File: src/sv/ste_pkg.sv
// Shared types and constants for the subscriber table with expiry.
// Holds the controller state encoding and the controller/datapath command and status structs.
// No dependencies.
`default_nettype none

package ste_pkg;

    localparam int ADDR_W    = 32;
    localparam int PORT_W    = 16;
    localparam int TIME_W    = 32;
    localparam int TIMEOUT_W = 16;
    localparam int SLOT_W    = 2;

    localparam logic KIND_TOUCH = 1'b0;
    localparam logic KIND_SEND  = 1'b1;

    localparam logic [TIMEOUT_W-1:0] TIMEOUT_RESET = 16'd5;

    typedef enum logic [2:0] {
        ST_IDLE,
        ST_TOUCH_SCAN,
        ST_TOUCH_WRITE,
        ST_SEND_SCAN,
        ST_SEND_EMIT
    } state_t;

    typedef struct packed {
        logic capture;
        logic touch_eval;
        logic touch_commit;
        logic send_eval;
        logic emit_load;
        logic idx_inc;
        logic idx_target;
        logic idx_clear;
    } cmd_t;

    typedef struct packed {
        logic touch_hit;
        logic at_last;
        logic list_none;
        logic list_cur;
        logic list_last;
        logic out_free;
    } status_t;

endpackage

`default_nettype wire

File: src/sv/ste_ctrl.sv
// Controller state machine for the subscriber table with expiry.
// Depends on ste_pkg for the state type and the command and status structs.
`default_nettype none

module ste_ctrl (
    input  wire logic             aclk,
    input  wire logic             aresetn,
    input  wire logic             s_valid,
    input  wire logic             s_kind,
    output logic                  s_ready,
    input  ste_pkg::status_t      status,
    output ste_pkg::cmd_t         cmd
);

    ste_pkg::state_t state_reg;
    ste_pkg::state_t state_next;

    always_ff @(posedge aclk) begin
        if (!aresetn) begin
            state_reg <= ste_pkg::ST_IDLE;
        end else begin
            state_reg <= state_next;
        end
    end

    always_comb begin
        state_next = state_reg;
        case (state_reg)
            ste_pkg::ST_IDLE: begin
                if (s_valid) begin
                    state_next = (s_kind == ste_pkg::KIND_SEND) ? ste_pkg::ST_SEND_SCAN
                                                                : ste_pkg::ST_TOUCH_SCAN;
                end
            end
            ste_pkg::ST_TOUCH_SCAN: begin
                if (status.touch_hit || status.at_last) begin
                    state_next = ste_pkg::ST_TOUCH_WRITE;
                end
            end
            ste_pkg::ST_TOUCH_WRITE: begin
                if (status.out_free) begin
                    state_next = ste_pkg::ST_IDLE;
                end
            end
            ste_pkg::ST_SEND_SCAN: begin
                if (status.at_last) begin
                    state_next = ste_pkg::ST_SEND_EMIT;
                end
            end
            ste_pkg::ST_SEND_EMIT: begin
                if (status.list_none) begin
                    state_next = ste_pkg::ST_IDLE;
                end else if (status.list_cur && status.out_free && status.list_last) begin
                    state_next = ste_pkg::ST_IDLE;
                end
            end
            default: begin
                state_next = ste_pkg::ST_IDLE;
            end
        endcase
    end

    always_comb begin
        cmd     = '0;
        s_ready = 1'b0;
        case (state_reg)
            ste_pkg::ST_IDLE: begin
                s_ready       = 1'b1;
                cmd.capture   = s_valid;
                cmd.idx_clear = s_valid;
            end
            ste_pkg::ST_TOUCH_SCAN: begin
                cmd.touch_eval = 1'b1;
                if (!status.touch_hit) begin
                    cmd.idx_target = status.at_last;
                    cmd.idx_inc    = !status.at_last;
                end
            end
            ste_pkg::ST_TOUCH_WRITE: begin
                cmd.touch_commit = status.out_free;
            end
            ste_pkg::ST_SEND_SCAN: begin
                cmd.send_eval = 1'b1;
                cmd.idx_clear = status.at_last;
                cmd.idx_inc   = !status.at_last;
            end
            ste_pkg::ST_SEND_EMIT: begin
                if (!status.list_none) begin
                    if (status.list_cur) begin
                        cmd.emit_load = status.out_free;
                        cmd.idx_inc   = status.out_free && !status.list_last;
                    end else begin
                        cmd.idx_inc = 1'b1;
                    end
                end
            end
            default: begin
                cmd = '0;
            end
        endcase
    end

endmodule

`default_nettype wire

File: src/sv/ste_datapath.sv
// Datapath for the subscriber table with expiry: slot storage, slot walker, output register.
// Depends on ste_pkg for widths, constants and the command and status structs.
`default_nettype none

module ste_datapath #(
    parameter int SLOTS = 4
) (
    input  wire logic                               aclk,
    input  wire logic                               aresetn,
    input  ste_pkg::cmd_t                           cmd,
    output ste_pkg::status_t                        status,
    input  wire logic [ste_pkg::ADDR_W-1:0]         s_client_addr,
    input  wire logic [ste_pkg::PORT_W-1:0]         s_client_port,
    input  wire logic [ste_pkg::TIME_W-1:0]         s_now_sec,
    input  wire logic                               cfg_wr_en,
    input  wire logic [ste_pkg::TIMEOUT_W-1:0]      cfg_wr_data,
    output logic                                    m_valid,
    input  wire logic                               m_ready,
    output logic [ste_pkg::SLOT_W-1:0]              m_slot,
    output logic                                    m_new_client,
    output logic                                    m_expired,
    output logic [ste_pkg::ADDR_W-1:0]              m_dest_addr,
    output logic [ste_pkg::PORT_W-1:0]              m_dest_port,
    output logic                                    m_occupied,
    output logic                                    m_last
);

    localparam int IDX_W = (SLOTS > 1) ? $clog2(SLOTS) : 1;
    localparam logic [IDX_W-1:0] IDX_LAST = IDX_W'(SLOTS - 1);

    // Captured input word. The kind bit is only steered by the controller.
    logic [ste_pkg::ADDR_W-1:0]    caddr_reg;
    logic [ste_pkg::PORT_W-1:0]    cport_reg;
    logic [ste_pkg::TIME_W-1:0]    now_reg;
    logic [ste_pkg::TIMEOUT_W-1:0] timeout_reg;

    // Slot table.
    logic [SLOTS-1:0]              in_use_reg;
    logic [ste_pkg::ADDR_W-1:0]    slot_addr_reg [SLOTS];
    logic [ste_pkg::PORT_W-1:0]    slot_port_reg [SLOTS];
    logic [ste_pkg::TIME_W-1:0]    slot_seen_reg [SLOTS];

    // Walker and search state.
    logic [IDX_W-1:0]              idx_reg;
    logic                          free_found_reg;
    logic [IDX_W-1:0]              free_idx_reg;
    logic [IDX_W-1:0]              oldest_idx_reg;
    logic [ste_pkg::TIME_W-1:0]    oldest_time_reg;
    logic [SLOTS-1:0]              list_reg;

    // Output register.
    logic                          m_valid_reg;
    logic                          m_valid_next;
    logic [ste_pkg::SLOT_W-1:0]    m_slot_reg;
    logic                          m_new_client_reg;
    logic                          m_expired_reg;
    logic [ste_pkg::ADDR_W-1:0]    m_dest_addr_reg;
    logic [ste_pkg::PORT_W-1:0]    m_dest_port_reg;
    logic                          m_occupied_reg;
    logic                          m_last_reg;

    logic                          cur_in_use;
    logic [ste_pkg::ADDR_W-1:0]    cur_addr;
    logic [ste_pkg::PORT_W-1:0]    cur_port;
    logic [ste_pkg::TIME_W-1:0]    cur_seen;
    logic [ste_pkg::TIME_W-1:0]    age;
    logic                          too_old;
    logic                          free_found_next;
    logic [IDX_W-1:0]              free_idx_next;
    logic                          older;
    logic [IDX_W-1:0]              oldest_idx_next;
    logic [IDX_W-1:0]              target;
    logic                          later_listed;
    logic                          out_free;

    assign cur_in_use = in_use_reg[idx_reg];
    assign cur_addr   = slot_addr_reg[idx_reg];
    assign cur_port   = slot_port_reg[idx_reg];
    assign cur_seen   = slot_seen_reg[idx_reg];

    // Age wraps modulo 2^32; strictly older than the timeout expires.
    assign age     = now_reg - cur_seen;
    assign too_old = age > ste_pkg::TIME_W'(timeout_reg);

    // Running lowest-free and stalest-slot search, one slot per cycle.
    assign free_found_next = free_found_reg || !cur_in_use;
    assign free_idx_next   = (!free_found_reg && !cur_in_use) ? idx_reg : free_idx_reg;
    assign older           = (idx_reg == '0) || (cur_seen < oldest_time_reg);
    assign oldest_idx_next = older ? idx_reg : oldest_idx_reg;
    assign target          = free_found_next ? free_idx_next : oldest_idx_next;

    always_comb begin
        later_listed = 1'b0;
        for (int j = 0; j < SLOTS; j++) begin
            if (list_reg[j] && (IDX_W'(j) > idx_reg)) begin
                later_listed = 1'b1;
            end
        end
    end

    assign out_free = !m_valid_reg || m_ready;

    assign status.touch_hit = cur_in_use && (cur_addr == caddr_reg) && (cur_port == cport_reg);
    assign status.at_last   = (idx_reg == IDX_LAST);
    assign status.list_none = (list_reg == '0);
    assign status.list_cur  = list_reg[idx_reg];
    assign status.list_last = !later_listed;
    assign status.out_free  = out_free;

    always_ff @(posedge aclk) begin
        if (!aresetn) begin
            timeout_reg <= ste_pkg::TIMEOUT_RESET;
        end else if (cfg_wr_en) begin
            timeout_reg <= cfg_wr_data;
        end
    end

    always_ff @(posedge aclk) begin
        if (cmd.capture) begin
            caddr_reg <= s_client_addr;
            cport_reg <= s_client_port;
            now_reg   <= s_now_sec;
        end
    end

    always_ff @(posedge aclk) begin
        if (!aresetn) begin
            idx_reg <= '0;
        end else if (cmd.idx_clear) begin
            idx_reg <= '0;
        end else if (cmd.idx_target) begin
            idx_reg <= target;
        end else if (cmd.idx_inc) begin
            idx_reg <= idx_reg + 1'b1;
        end
    end

    always_ff @(posedge aclk) begin
        if (!aresetn) begin
            free_found_reg <= 1'b0;
            list_reg       <= '0;
        end else begin
            if (cmd.capture) begin
                free_found_reg <= 1'b0;
                list_reg       <= '0;
            end
            if (cmd.touch_eval) begin
                free_found_reg <= free_found_next;
            end
            if (cmd.send_eval) begin
                list_reg[idx_reg] <= cur_in_use;
            end
        end
    end

    always_ff @(posedge aclk) begin
        if (cmd.touch_eval) begin
            free_idx_reg   <= free_idx_next;
            oldest_idx_reg <= oldest_idx_next;
            if (older) begin
                oldest_time_reg <= cur_seen;
            end
        end
    end

    always_ff @(posedge aclk) begin
        if (!aresetn) begin
            in_use_reg <= '0;
        end else if (cmd.touch_commit) begin
            in_use_reg[idx_reg] <= 1'b1;
        end else if (cmd.send_eval && cur_in_use && too_old) begin
            in_use_reg[idx_reg] <= 1'b0;
        end
    end

    always_ff @(posedge aclk) begin
        if (cmd.touch_commit) begin
            slot_addr_reg[idx_reg] <= caddr_reg;
            slot_port_reg[idx_reg] <= cport_reg;
            slot_seen_reg[idx_reg] <= now_reg;
        end
    end

    always_comb begin
        m_valid_next = m_valid_reg;
        if (cmd.touch_commit || cmd.emit_load) begin
            m_valid_next = 1'b1;
        end else if (m_ready) begin
            m_valid_next = 1'b0;
        end
    end

    always_ff @(posedge aclk) begin
        if (!aresetn) begin
            m_valid_reg <= 1'b0;
        end else begin
            m_valid_reg <= m_valid_next;
        end
    end

    // A slot that expired during the scan has already been freed, so its
    // in-use bit being clear while it is listed marks it as expired.
    always_ff @(posedge aclk) begin
        if (cmd.touch_commit) begin
            m_slot_reg       <= ste_pkg::SLOT_W'(idx_reg);
            m_new_client_reg <= !cur_in_use || (cur_addr != caddr_reg);
            m_expired_reg    <= 1'b0;
            m_dest_addr_reg  <= caddr_reg;
            m_dest_port_reg  <= cport_reg;
            m_occupied_reg   <= 1'b1;
            m_last_reg       <= 1'b1;
        end else if (cmd.emit_load) begin
            m_slot_reg       <= ste_pkg::SLOT_W'(idx_reg);
            m_new_client_reg <= 1'b0;
            m_expired_reg    <= !cur_in_use;
            m_dest_addr_reg  <= cur_addr;
            m_dest_port_reg  <= cur_port;
            m_occupied_reg   <= |in_use_reg;
            m_last_reg       <= !later_listed;
        end
    end

    assign m_valid      = m_valid_reg;
    assign m_slot       = m_slot_reg;
    assign m_new_client = m_new_client_reg;
    assign m_expired    = m_expired_reg;
    assign m_dest_addr  = m_dest_addr_reg;
    assign m_dest_port  = m_dest_port_reg;
    assign m_occupied   = m_occupied_reg;
    assign m_last       = m_last_reg;

endmodule

`default_nettype wire

File: src/sv/subscriber_table_with_expiry_unit.sv
// Touch: an accept state, a scan of the slots (stopping early on a match), then a write state.
// Send: an accept state, a scan of every slot, then a walk that emits one word per in-use
// slot. One item at a time; a result word held back by m_ready stalls the write and walk
// states until it is taken.
// Synchronous active-low reset frees every slot, sets the timeout to 5 and empties the output.
// Top level of the subscriber table with expiry; depends on ste_pkg, ste_ctrl and ste_datapath.
`default_nettype none

module subscriber_table_with_expiry_unit #(
    parameter int SLOTS = 4
) (
    input  wire logic                               aclk,
    input  wire logic                               aresetn,
    input  wire logic                               s_valid,
    output logic                                    s_ready,
    input  wire logic                               s_kind,
    input  wire logic [ste_pkg::ADDR_W-1:0]         s_client_addr,
    input  wire logic [ste_pkg::PORT_W-1:0]         s_client_port,
    input  wire logic [ste_pkg::TIME_W-1:0]         s_now_sec,
    output logic                                    m_valid,
    input  wire logic                               m_ready,
    output logic [ste_pkg::SLOT_W-1:0]              m_slot,
    output logic                                    m_new_client,
    output logic                                    m_expired,
    output logic [ste_pkg::ADDR_W-1:0]              m_dest_addr,
    output logic [ste_pkg::PORT_W-1:0]              m_dest_port,
    output logic                                    m_occupied,
    output logic                                    m_last,
    input  wire logic                               cfg_wr_en,
    input  wire logic [ste_pkg::TIMEOUT_W-1:0]      cfg_wr_data
);

    // The controller sequences one input word at a time. A touch walks the
    // slots looking for an exact address and port match while tracking the
    // lowest free slot and the stalest slot; it then writes the chosen slot
    // and loads a single result word. A send first walks the slots once,
    // freeing every slot whose age exceeds the timeout and remembering which
    // slots were in use, then walks them again to emit one word per listed
    // slot. Splitting the send into two passes lets every emitted word carry
    // the occupied flag as it stands after the whole step.

    ste_pkg::cmd_t    cmd;
    ste_pkg::status_t status;

    ste_ctrl u_ctrl (
        .aclk    (aclk),
        .aresetn (aresetn),
        .s_valid (s_valid),
        .s_kind  (s_kind),
        .s_ready (s_ready),
        .status  (status),
        .cmd     (cmd)
    );

    // The datapath owns the slot table, the timeout register and the output
    // register, so a finished word can wait for m_ready while the controller
    // returns to idle and accepts the next input word.
    ste_datapath #(
        .SLOTS (SLOTS)
    ) u_datapath (
        .aclk          (aclk),
        .aresetn       (aresetn),
        .cmd           (cmd),
        .status        (status),
        .s_client_addr (s_client_addr),
        .s_client_port (s_client_port),
        .s_now_sec     (s_now_sec),
        .cfg_wr_en     (cfg_wr_en),
        .cfg_wr_data   (cfg_wr_data),
        .m_valid       (m_valid),
        .m_ready       (m_ready),
        .m_slot        (m_slot),
        .m_new_client  (m_new_client),
        .m_expired     (m_expired),
        .m_dest_addr   (m_dest_addr),
        .m_dest_port   (m_dest_port),
        .m_occupied    (m_occupied),
        .m_last        (m_last)
    );

endmodule

`default_nettype wire

File: config.mk
export PLATFORM = sky130hd
export DESIGN_NAME = subscriber_table_with_expiry_unit
export DESIGN_NICKNAME = d
export VERILOG_FILES = /design/src/sv/ste_pkg.sv /design/src/sv/ste_ctrl.sv /design/src/sv/ste_datapath.sv /design/src/sv/subscriber_table_with_expiry_unit.sv
export SDC_FILE = /design/constraint.sdc
export NUM_CORES = 1
export LEC_CHECK = 0
export ABC_AREA = 1
export ABC_CLOCK_PERIOD_IN_PS = 9800
export BUFFER_PORTS_ARGS = -buffer_cell sky130_fd_sc_hd__buf_2
export CELL_PAD_IN_SITES_DETAIL_PLACEMENT = 1
export CELL_PAD_IN_SITES_GLOBAL_PLACEMENT = 1
export CORE_AREA = 4 4 218 220
export CTS_CLUSTER_SIZE = 20
export DETAILED_ROUTE_END_ITERATION = 6
export DIE_AREA = 0 0 222 224
export HOLD_SLACK_MARGIN = 0.1
export PLACE_DENSITY_LB_ADDON = 0.1
export SYNTH_ARGS = -nofsm -noshare
export SYNTH_HDL_FRONTEND = slang
export SYNTH_SLANG_ARGS = --single-unit
File: constraint.sdc
create_clock -name aclk -period 9.8 [get_ports aclk]
set_clock_uncertainty 0.15 [all_clocks]
set_input_delay 1.47 -clock aclk [delete_from_list [all_inputs] [get_ports aclk]]
set_output_delay 1.47 -clock aclk [all_outputs]
set_load 0.02 [all_outputs]
; Word level (Yosys, flattened, before mapping)
; Memories as Yosys holds them, arrays and structs flattened. A register that Yosys moved wholly into a read port is not among the register bits.
; Cells that the tools add are included.
[totals]
ff_bits = 201
mem_bits_rw = 320
word_cells = 148
memories = 3
[memory_table]
columns = memory, depth, width, rd, rd_clocked_by_memory_dff, write_ports, line_no
row1 = u_datapath.slot_addr_reg, 4, 32, 1, 1, 1, ste_datapath.sv:39  ; logic [ste_pkg::ADDR_W-1:0] slot_addr_reg [SLOTS];
row2 = u_datapath.slot_seen_reg, 4, 32, 1, 1, 1, ste_datapath.sv:41  ; logic [ste_pkg::TIME_W-1:0] slot_seen_reg [SLOTS];
row3 = u_datapath.slot_port_reg, 4, 16, 1, 1, 1, ste_datapath.sv:40  ; logic [ste_pkg::PORT_W-1:0] slot_port_reg [SLOTS];
[op_classes]
add_sub_neg = 2
order_cmp = 8
n_eq_ne = 13
muxes = 62
n_bitwise = 4
n_reduce_logical = 36
[ops]
columns = operator, count
row1 = two-way mux 32 bit, 2
row2 = == test 32 bit, 1
row3 = greater-than comparator 32 x 16 -> 1 bit, 1
row4 = less-than comparator 32 bit, 1
row5 = two-way mux 16 bit, 2
row6 = two-way mux 2 bit, 16
row7 = != test 32 bit, 1
row8 = subtractor 32 bit, 1
row9 = two-way mux 1 bit, 24
row10 = two-way mux 4 bit, 5
row11 = two-way mux 3 bit, 6
row12 = == test 16 bit, 1
row13 = one-hot mux 3 bit (5 select lines), 1
row14 = logical AND 1 bit, 13
row15 = nonzero test 2 bit, 5
row16 = == test 3 x 2 -> 1 bit (second input constant), 2
row17 = logical OR 1 bit, 6
row18 = != test 2 x 1 -> 1 bit (second input constant), 3
row19 = logical NOT 1 bit, 5
row20 = AND reduction 5 bit, 1
row21 = bitwise AND 4 bit, 1
row22 = binary-select mux 1 bit (select 2 bit), 2
row23 = bitwise mux 4 bit, 1
row24 = greater-than comparator 1 x 2 -> 1 bit (first input constant), 2
row25 = 21 further kinds, 22

; Longest topological paths before layout
; Gate-level depths: netlist (run 1).
[logic_depth]
ltp_word = 14
mapped_depth = 32
mapped_depth_nobuf = 29

; By module
; From an unflattened synthesis (run 1), not the netlist that was laid out.
[hier_totals]
hier_cells = 2077
area_unflattened_um2 = 23492.5
[modules_own_cells]
columns = module, n_inst, cells_each, area_each_um2, seq_area_each_um2
row1 = ste_datapath, 1, 2030, 23221.0, 15284.7
row2 = ste_ctrl, 1, 47, 271.5, 60.1

; Worst setup path after synthesis (run 1)
; Ideal clock, no wire load.
[synth_path]
path_kind = input-to-reg
startpoint = input port m_ready
endpoint = memory u_datapath.slot_addr_reg[0][0] in the netlist's numbering, enable pin
setup_time_ps = 521
arrival_time_ps = 5218
required_ps = 9129
setup_slack_ps = 3911
cell_stages = 4
n_path_buf = 0
path_cell_list = nor2_1 inv_1 nand3_1 nor2_1
[synth_between]
elab_chain_cells = 4
[synth_rtl]
columns = item, line_no
row1 = start: declaration, subscriber_table_with_expiry_unit.sv:21  ; input wire logic m_ready,
row2 = logical OR 1 bit, ste_datapath.sv:101  ; assign out_free = !m_valid_reg || m_ready;
row3 = two-way mux 1 bit, ste_ctrl.sv:66  ; case (state_reg)
row4 = two-way mux 1 bit, ste_datapath.sv:177  ; if (cmd.touch_commit) begin
row5 = two-way mux 1 bit (implied by the code), ste_datapath.sv:178  ; slot_addr_reg[idx_reg] <= caddr_reg;
row6 = end: declaration, ste_datapath.sv:39
; Every way passes these cells.

==> results of run 1 <==
[worst max-delay path, cell delays in order, from the launching register on]
cell and delay [ns]:
dfxtp_2 0.31, buf_4 0.61, clkinv_2 0.70, a32oi_1 0.56, inv_1 0.12, ha_1 0.37, nand2_1 0.09, nand2_1 0.07
a21oi_1 0.24, nand3_1 0.28, xor2_1 0.26, ha_1 0.33, nand2_1 0.05, nor4_1 0.44, nand3_1 0.14, nand2_1 0.13
nand3_1 0.08, nor2_1 0.09, nand2_1 0.07, nor2_1 0.12, nand4_1 0.21, nand2_1 0.13, nand2_1 0.05, a21oi_1 0.14
[worst min path at each step]
stage,startpoint,end,slack (ns)
2_1_floorplan,u_datapath.timeout_reg[0]$_SDFFE_PN1P_,u_datapath.timeout_reg[0]$_SDFFE_PN1P_,0.29
3_3_place_gp,u_datapath.m_last$_SDFFE_PP1P_,u_datapath.m_last$_SDFFE_PP1P_,0.31
3_5_place_dp,u_datapath.m_last$_SDFFE_PP1P_,u_datapath.m_last$_SDFFE_PP1P_,0.31
4_1_cts,u_datapath.m_last$_SDFFE_PP1P_,u_datapath.m_last$_SDFFE_PP1P_,0.32
5_1_grt,u_datapath.m_last$_SDFFE_PP1P_,u_datapath.m_last$_SDFFE_PP1P_,0.37
6_report,u_datapath.m_last$_SDFFE_PP1P_,u_datapath.m_last$_SDFFE_PP1P_,0.32
[metrics by stage]
step,hold WS (ns),total power (W),instance area [um^2]
after CTS,0.3247,0.006577,26750
after detailed placement,0.3118,0.004445,24920
final,0.3187,0.006529,26750
after floorplan,0.2854,0.003896,23570
after global routing,0.3691,0.006884,26750
after global placement,0.3093,0.004372,24920
[cell families (layout without fill, tap and decap cells)]
family | after synthesis | after routing
compound gates | 251 | 251
xor+xnor | 43 | 43
fa+ha+maj | 85 | 85
buf+inv | 296 | 501
flops | 523 | 523
simple gates | 1014 | 1014
[per-layer routing]
metal  share of wire (%)  GRT usage [%]  wire length, um
met4                 3.6          9.384             2347
met3                 4.0          3.381             2631
met2                  52          48.26            34590
met1                  40          31.75            26500
met5                   0              0                0
[where the power goes]
group / leakage [nW] / internal [W] / switching [W]
clock network: 0.885 / 0.00124 / 0.000872
registers: 4.75 / 0.00268 / 0.000113
logic: 5.10 / 0.000499 / 0.00112
[cell usage after synthesis (12+ instances only)]
library cell	instances	area share (%)
clkbuf_1	29	0.46
nor3_1	12	0.25
a32oi_1	31	1.2
nand4_1	13	0.35
dfxtp_1	36	3.1
inv_1	224	3.6
edfxtp_1	487	62
ha_1	84	4.5
xor2_1	30	1.1
xnor2_1	13	0.48
a21oi_1	104	2.2
nand3_1	169	3.6
nand2_1	689	11
o21ai_0	94	2.0
buf_2	18	0.38
nor2_1	110	1.8
[cell type report]
| class | instances | area share (%) |
|---|---|---|
| Sequential cell | 523 | 57.39 |
| Timing Repair Buffer | 174 | 3.415 |
| Multi-Input combinational cell | 1393 | 26.34 |
| Inverter | 226 | 3.195 |
| Tap cell | 600 | 2.807 |
| Clock buffer | 60 | 5.216 |
| Clock inverter | 41 | 1.637 |
==> impl_metrics.yaml, run 1 <==
synthesis:
  ys.flop_type: "edfxtp_1"
  synth_nets: 2399
  synthXorXnorAreaFrac_pct: 1.598
  syn_inst: 2212
  synth_area_um2: 23570
  synth-seq-cells: 523
  async_reset_ff_share_pct: 0
  synth-simple-area-share_pct: 17.53
  muxShareOfSynthArea_pct: 0
  synth_adder_area_share_pct: 4.544
  synth_warnings: 0
  synth-compound-area-share_pct: 6.036
  yosysSeqAreaShare_pct: 65.10
  avgSynthCellArea_um2: 10.66
  synth_top_family_by_area: "simple AND/OR/NAND/NOR gates"
  synth_cell_type_count: 40
  synth_edf_count: 487
floorplan:
  die_w_um: 222
  die-height_um: 224
  rows: 78
  dieArea_um2: 49730
  io_pins: 158
  initial_core_util_pct: 52.05
  coreArea_um2: 45280
grt:
  gr-usage-all-layers_pct: 26.18
  grt_max_degree: 97
  gr-total-overflow: 0
  antenna_found_initial: 0
  grt_pass1_vias: 18200
  grt_pass1_wl_um: 102100
setup_path:
  rr_worst_depth: 23
  arrival_ns: 6.25
  crit_fanout: 51
  crit_path_end_kind: "register"
  crit_required_ns: 10.16
  rrSetupSlack_ns: 3.91
  critical_path_class: "register to register"
  critical_path.startpoint_type: "register"
sta:
  max_freq_mhz: 169.8
  rsz0062_at_grt: "no"
  fin_ws_ns: 3.911
  min_period_ns: 5.889
  min_period_over_period_pct: 60.09
  final-setup-viol-count: 0
  tns_ns: 0
  hold_viol: 0
  slew_headroom_pct: 23.32
  slew_viol_final: 0
  worst_pin_slew_ns: 1.150
finish:
  final_util_pct: 59.07
  mostFrequentLayoutCell: "nand2_1"
  fin_nets: 2559
  area_delta_synth_final_pct: 13.48
  register_area_um2: 15350
  final_cells: 3017
  nFillCells: 4862
  final_cell_mix: "688 x nand2_1, 487 x edfxtp_1, 222 x inv_1, 169 x nand3_1, 157 x buf_2"
  drive_gt1_share_pct: 11.38
  num_antenna_cells: 0
  multiInputGateArea_um2: 7047
clock_tree:
  cts_resized: 0
  cts_root_buffer: "clkbuf_16"
  cts.sinks: 523
  post_cts_buffers: 0
  cts.path.max_buffers: 3
  clk_pin_slew_ns: 0.06
  cts_buffers: 54
  clk_latency_ns: 0.62
  cts_tree: "yes"
  ctsHoldBuffers: 0
  htreeDepth: 2
run:
  max_cap_violations: 0
min_path:
  min_path_cells: 2
  hold_path_class: "register to register"
placement:
  dp_hpwl_um: 43420
  placedCellCount: 2916
  gp_congestion: 0.9378
  io_buffers: 157
  dp_slack_ns: 3.921
route:
  vias_per_cell: 5.582
  drc: 0
  routedWlPerCell_um: 21.90
  first_pass_iters: 5
  drtAntennaViolNets: 0
  vias: 16840
  drt_iter0_drc: 1268
  routed_wl_um: 66070
outcome:
  outcome: "finished clean"
power:
  power_density_nw_per_um2: 244.1
  total_leakage_power_nw: 10.74
  vdd_drop_max_v: 0.0001920
Power figures use the tool's default switching activity.
==> inputs of run 2 (changes only) <==
Settings changed: ABC_AREA 1 to 0, ABC_CLOCK_PERIOD_IN_PS 9800 to 5470, CORE_AREA 4 4 218 220 to 4 4 216 218, DIE_AREA 0 0 222 224 to 0 0 220 222.
Clock period 9.8 ns to 5.47 ns, I/O delays scaled along.
==> run 2 against run 1 <==
Net effect:
- flip-flop and latch count did not move
- combinational power rose by 61%
- sequential share of layout area rose by 1.8 points
- non-clock buffer count rose by 5
- clock power rose by 79%
- wire length fell by 19%
- register-to-register slack got worse by 3.5 ns
- setup slack got worse by 3.5 ns
- largest cell class unchanged
- highest routed layer unchanged
==> impl_metrics.yaml, run 2 <==
clock_tree:
  clk_latency_ns: 0.61
  cts_tree: "yes"
  cts_root_buffer: "clkbuf_16"
  cts.path.max_buffers: 3
  cts_buffers: 53
  htreeDepth: 2
  cts.sinks: 523
  ctsHoldBuffers: 0
  clk_pin_slew_ns: 0.07
synthesis:
  yosys.area.top_type: "edfxtp_1"
  synth.top_cell.area_share_pct: 64.95
  synth_warnings: 0
  avgSynthCellArea_um2: 15.34
  synth.most_common_cell: "edfxtp_1"
  syn_inst: 1468
  async_reset_ff_share_pct: 0
  synth-seq-cells: 523
  ys.flop_type: "edfxtp_1"
  synthTopCellsByArea: "edfxtp_1 65%, mux4_2 8.2%, ha_1 4.7%, dfxtp_1 3.2%, nand2_1 3.2%"
  synth_cell_type_count: 62
  synth.top_cells.by_count: "487 x edfxtp_1, 189 x nand2_1, 92 x inv_1"
  synth_area_um2: 22520
  synth_nets: 1655
  synth_edf_count: 487
  yosysSeqAreaShare_pct: 68.15
floorplan:
  rows: 78
  die_w_um: 220
  io_pins: 158
  dieArea_um2: 48840
  initial_core_util_pct: 50.16
  coreArea_um2: 44890
  die-height_um: 222
placement:
  dp_slack_ns: 0.04010
  gp_congestion: 0.8561
  placedCellCount: 2198
  dp_hpwl_um: 34910
  io_buffers: 157
setup_path:
  crit_cells: 20
  slowest_delay_ns: 0.55
  crit_chain: "mux4_2 > inv_1 > ha_1 > and3_1 > a211oi_2 > a211o_1 > and2_1 > o21ai_1 > a21o_1 > a21oi_1 > xnor2_1 > ha_1 > nand3_1 > or4_1 > nor2_1 > o211ai_1 > nand3b_1 > nor4_2 > a31oi_2 > a21oi_1"
  crit_required_ns: 5.85
  arrival_ns: 5.47
  critical_path_class: "register to register"
  crit_path_end_kind: "register"
  cp_num_buf_inv: 1
  critical_path.startpoint_type: "register"
  rrSetupSlack_ns: 0.38
  crit_fanout: 8
  slowest_stage: "mux4_2"
  rr_worst_depth: 20
  critical_path.top_delay_family: "simple AND/OR/NAND/NOR gates"
route:
  routedWlPerCell_um: 23.24
  vias_per_cell: 5.629
  vias: 12940
  first_pass_iters: 4
  drtAntennaViolNets: 0
  routed_wl_um: 53430
  drc: 0
  drt_iter0_drc: 715
sta:
  final-setup-viol-count: 0
  tns_ns: 0
  worst_pin_slew_ns: 1.142
  rsz0062_at_grt: "no"
  max_freq_mhz: 196.5
  slew_headroom_pct: 23.67
  min_period_ns: 5.089
  slew_viol_final: 0
  fin_ws_ns: 0.3814
  min_period_over_period_pct: 93.03
  holdWs_ns: 0.2285
  hold_viol: 0
finish:
  area_delta_synth_final_pct: 15.26
  drive_gt1_share_pct: 21.90
  num_antenna_cells: 0
  mostFrequentLayoutCell: "edfxtp_1"
  final_cells: 2299
  final_cell_mix: "487 x edfxtp_1, 188 x nand2_1, 157 x buf_2, 91 x inv_1, 84 x ha_1"
  fin_nets: 1842
grt:
  antenna_found_initial: 0
  grt_pass1_vias: 14290
  gr-usage-all-layers_pct: 22.18
  grt_pass1_wl_um: 82990
  grt_max_degree: 53
  gr-total-overflow: 0
min_path:
  hold_path_class: "input pin to register"
  min_from: "s_client_addr[29]"
run:
  max_cap_violations: 0
power:
  total_leakage_power_nw: 9.403
  vdd_drop_max_v: 0.0002984
  power_density_nw_per_um2: 441.8
outcome:
  outcome: "finished clean"
[run 2: cell types whose count changed after synthesis, sizes merged, moves of 38 or more]
cell / before / now
nand3: 170 / 16
nand2: 689 / 189
a21oi: 104 / 60
xnor2: 13 / 51
nor2: 110 / 44
mux4: 0 / 82
inv: 226 / 92
o21ai: 96 / 36
[run 2: worst register-to-register path: stages, from the launching register on]
cell	delay, ns
dfxtp_4	0.44
mux4_2	0.55
inv_1	0.08
ha_1	0.28
and3_1	0.22
a211oi_2	0.27
a211o_1	0.23
and2_1	0.21
o21ai_1	0.11
a21o_1	0.19
a21oi_1	0.17
xnor2_1	0.09
ha_1	0.27
nand3_1	0.12
or4_1	0.55
nor2_1	0.14
o211ai_1	0.09
nand3b_1	0.21
nor4_2	0.21
a31oi_2	0.20
a21oi_1	0.22
[run 2: metal layers]
metal  share of wire, %  track usage (%)  vias up  wire length, um
met5                  0                0        -                0
met4                2.4            6.361        0             1306
met3                3.2            3.042       81             1708
met2                 53            39.56      238            28310
met1                 41            28.34     6672            22110
li1                   -                -     5950                -
[run 2: kinds of logic (layout without fill, tap and decap cells)]
logic type,after synthesis,count (layout),share of synthesized area [%]
DFF,523,523,68.15
and+or+nand+nor,357,357,7.252
AOI/OAI and AO/OA,188,188,5.385
buffers and inverters,139,370,2.434
muxes,104,104,9.224
adders and majority gates,85,85,4.757
xor gates and xnor gates,72,72,2.801
[run 2: stage by stage]
step	util (%)	power, W	cell area (um^2)
after global placement	53.64	0.007691	24080
after detailed placement	53.64	0.007775	24080
after CTS	57.73	0.01161	25920
final	57.81	0.01147	25950
after floorplan	-	0.006918	22520
after global routing	57.81	0.01207	25950
[run 2: layout make-up]
cell class,instances,area [um^2]
Clock buffer,58,1355
Clock inverter,41,474.2
Fill cell,4260,18940
Inverter,92,347.8
Multi-Input combinational cell,806,6681
Sequential cell,523,15350
Tap cell,600,750.7
Timing Repair Buffer,179,992.2
[run 2: what timing repair did]
item	in CTS	in global routing
gates cloned	0	0
pin swaps	0	0
gates resized for setup	1	6
setup endpoints to repair	2	4
buffers inserted	0	2
[run 2: report_power, final]
part / total [W] / internal, W / switching (W)
sequential: 0.00509 / 0.00487 / 0.000220
combinational: 0.00261 / 0.00101 / 0.00160
clock: 0.00377 / 0.00219 / 0.00158
total: 0.0115 / 0.00806 / 0.00340
[run 2: how the worst min path moves through the flow]
| stage | end | slack [ns] | cells past startpoint |
|---|---|---|---|
| after global routing | u_datapath.caddr_reg[6]$_DFFE_PP_ | 0.20 | 1 |
| after CTS | u_datapath.caddr_reg[13]$_DFFE_PP_ | 0.19 | 1 |
| final | u_datapath.caddr_reg[29]$_DFFE_PP_ | 0.23 | 1 |
| after detailed placement | u_datapath.timeout_reg[0]$_SDFFE_PN1P_ | 0.32 | 2 |
| after floorplan | u_datapath.timeout_reg[0]$_SDFFE_PN1P_ | 0.30 | 2 |
| after global placement | u_datapath.timeout_reg[0]$_SDFFE_PN1P_ | 0.32 | 2 |
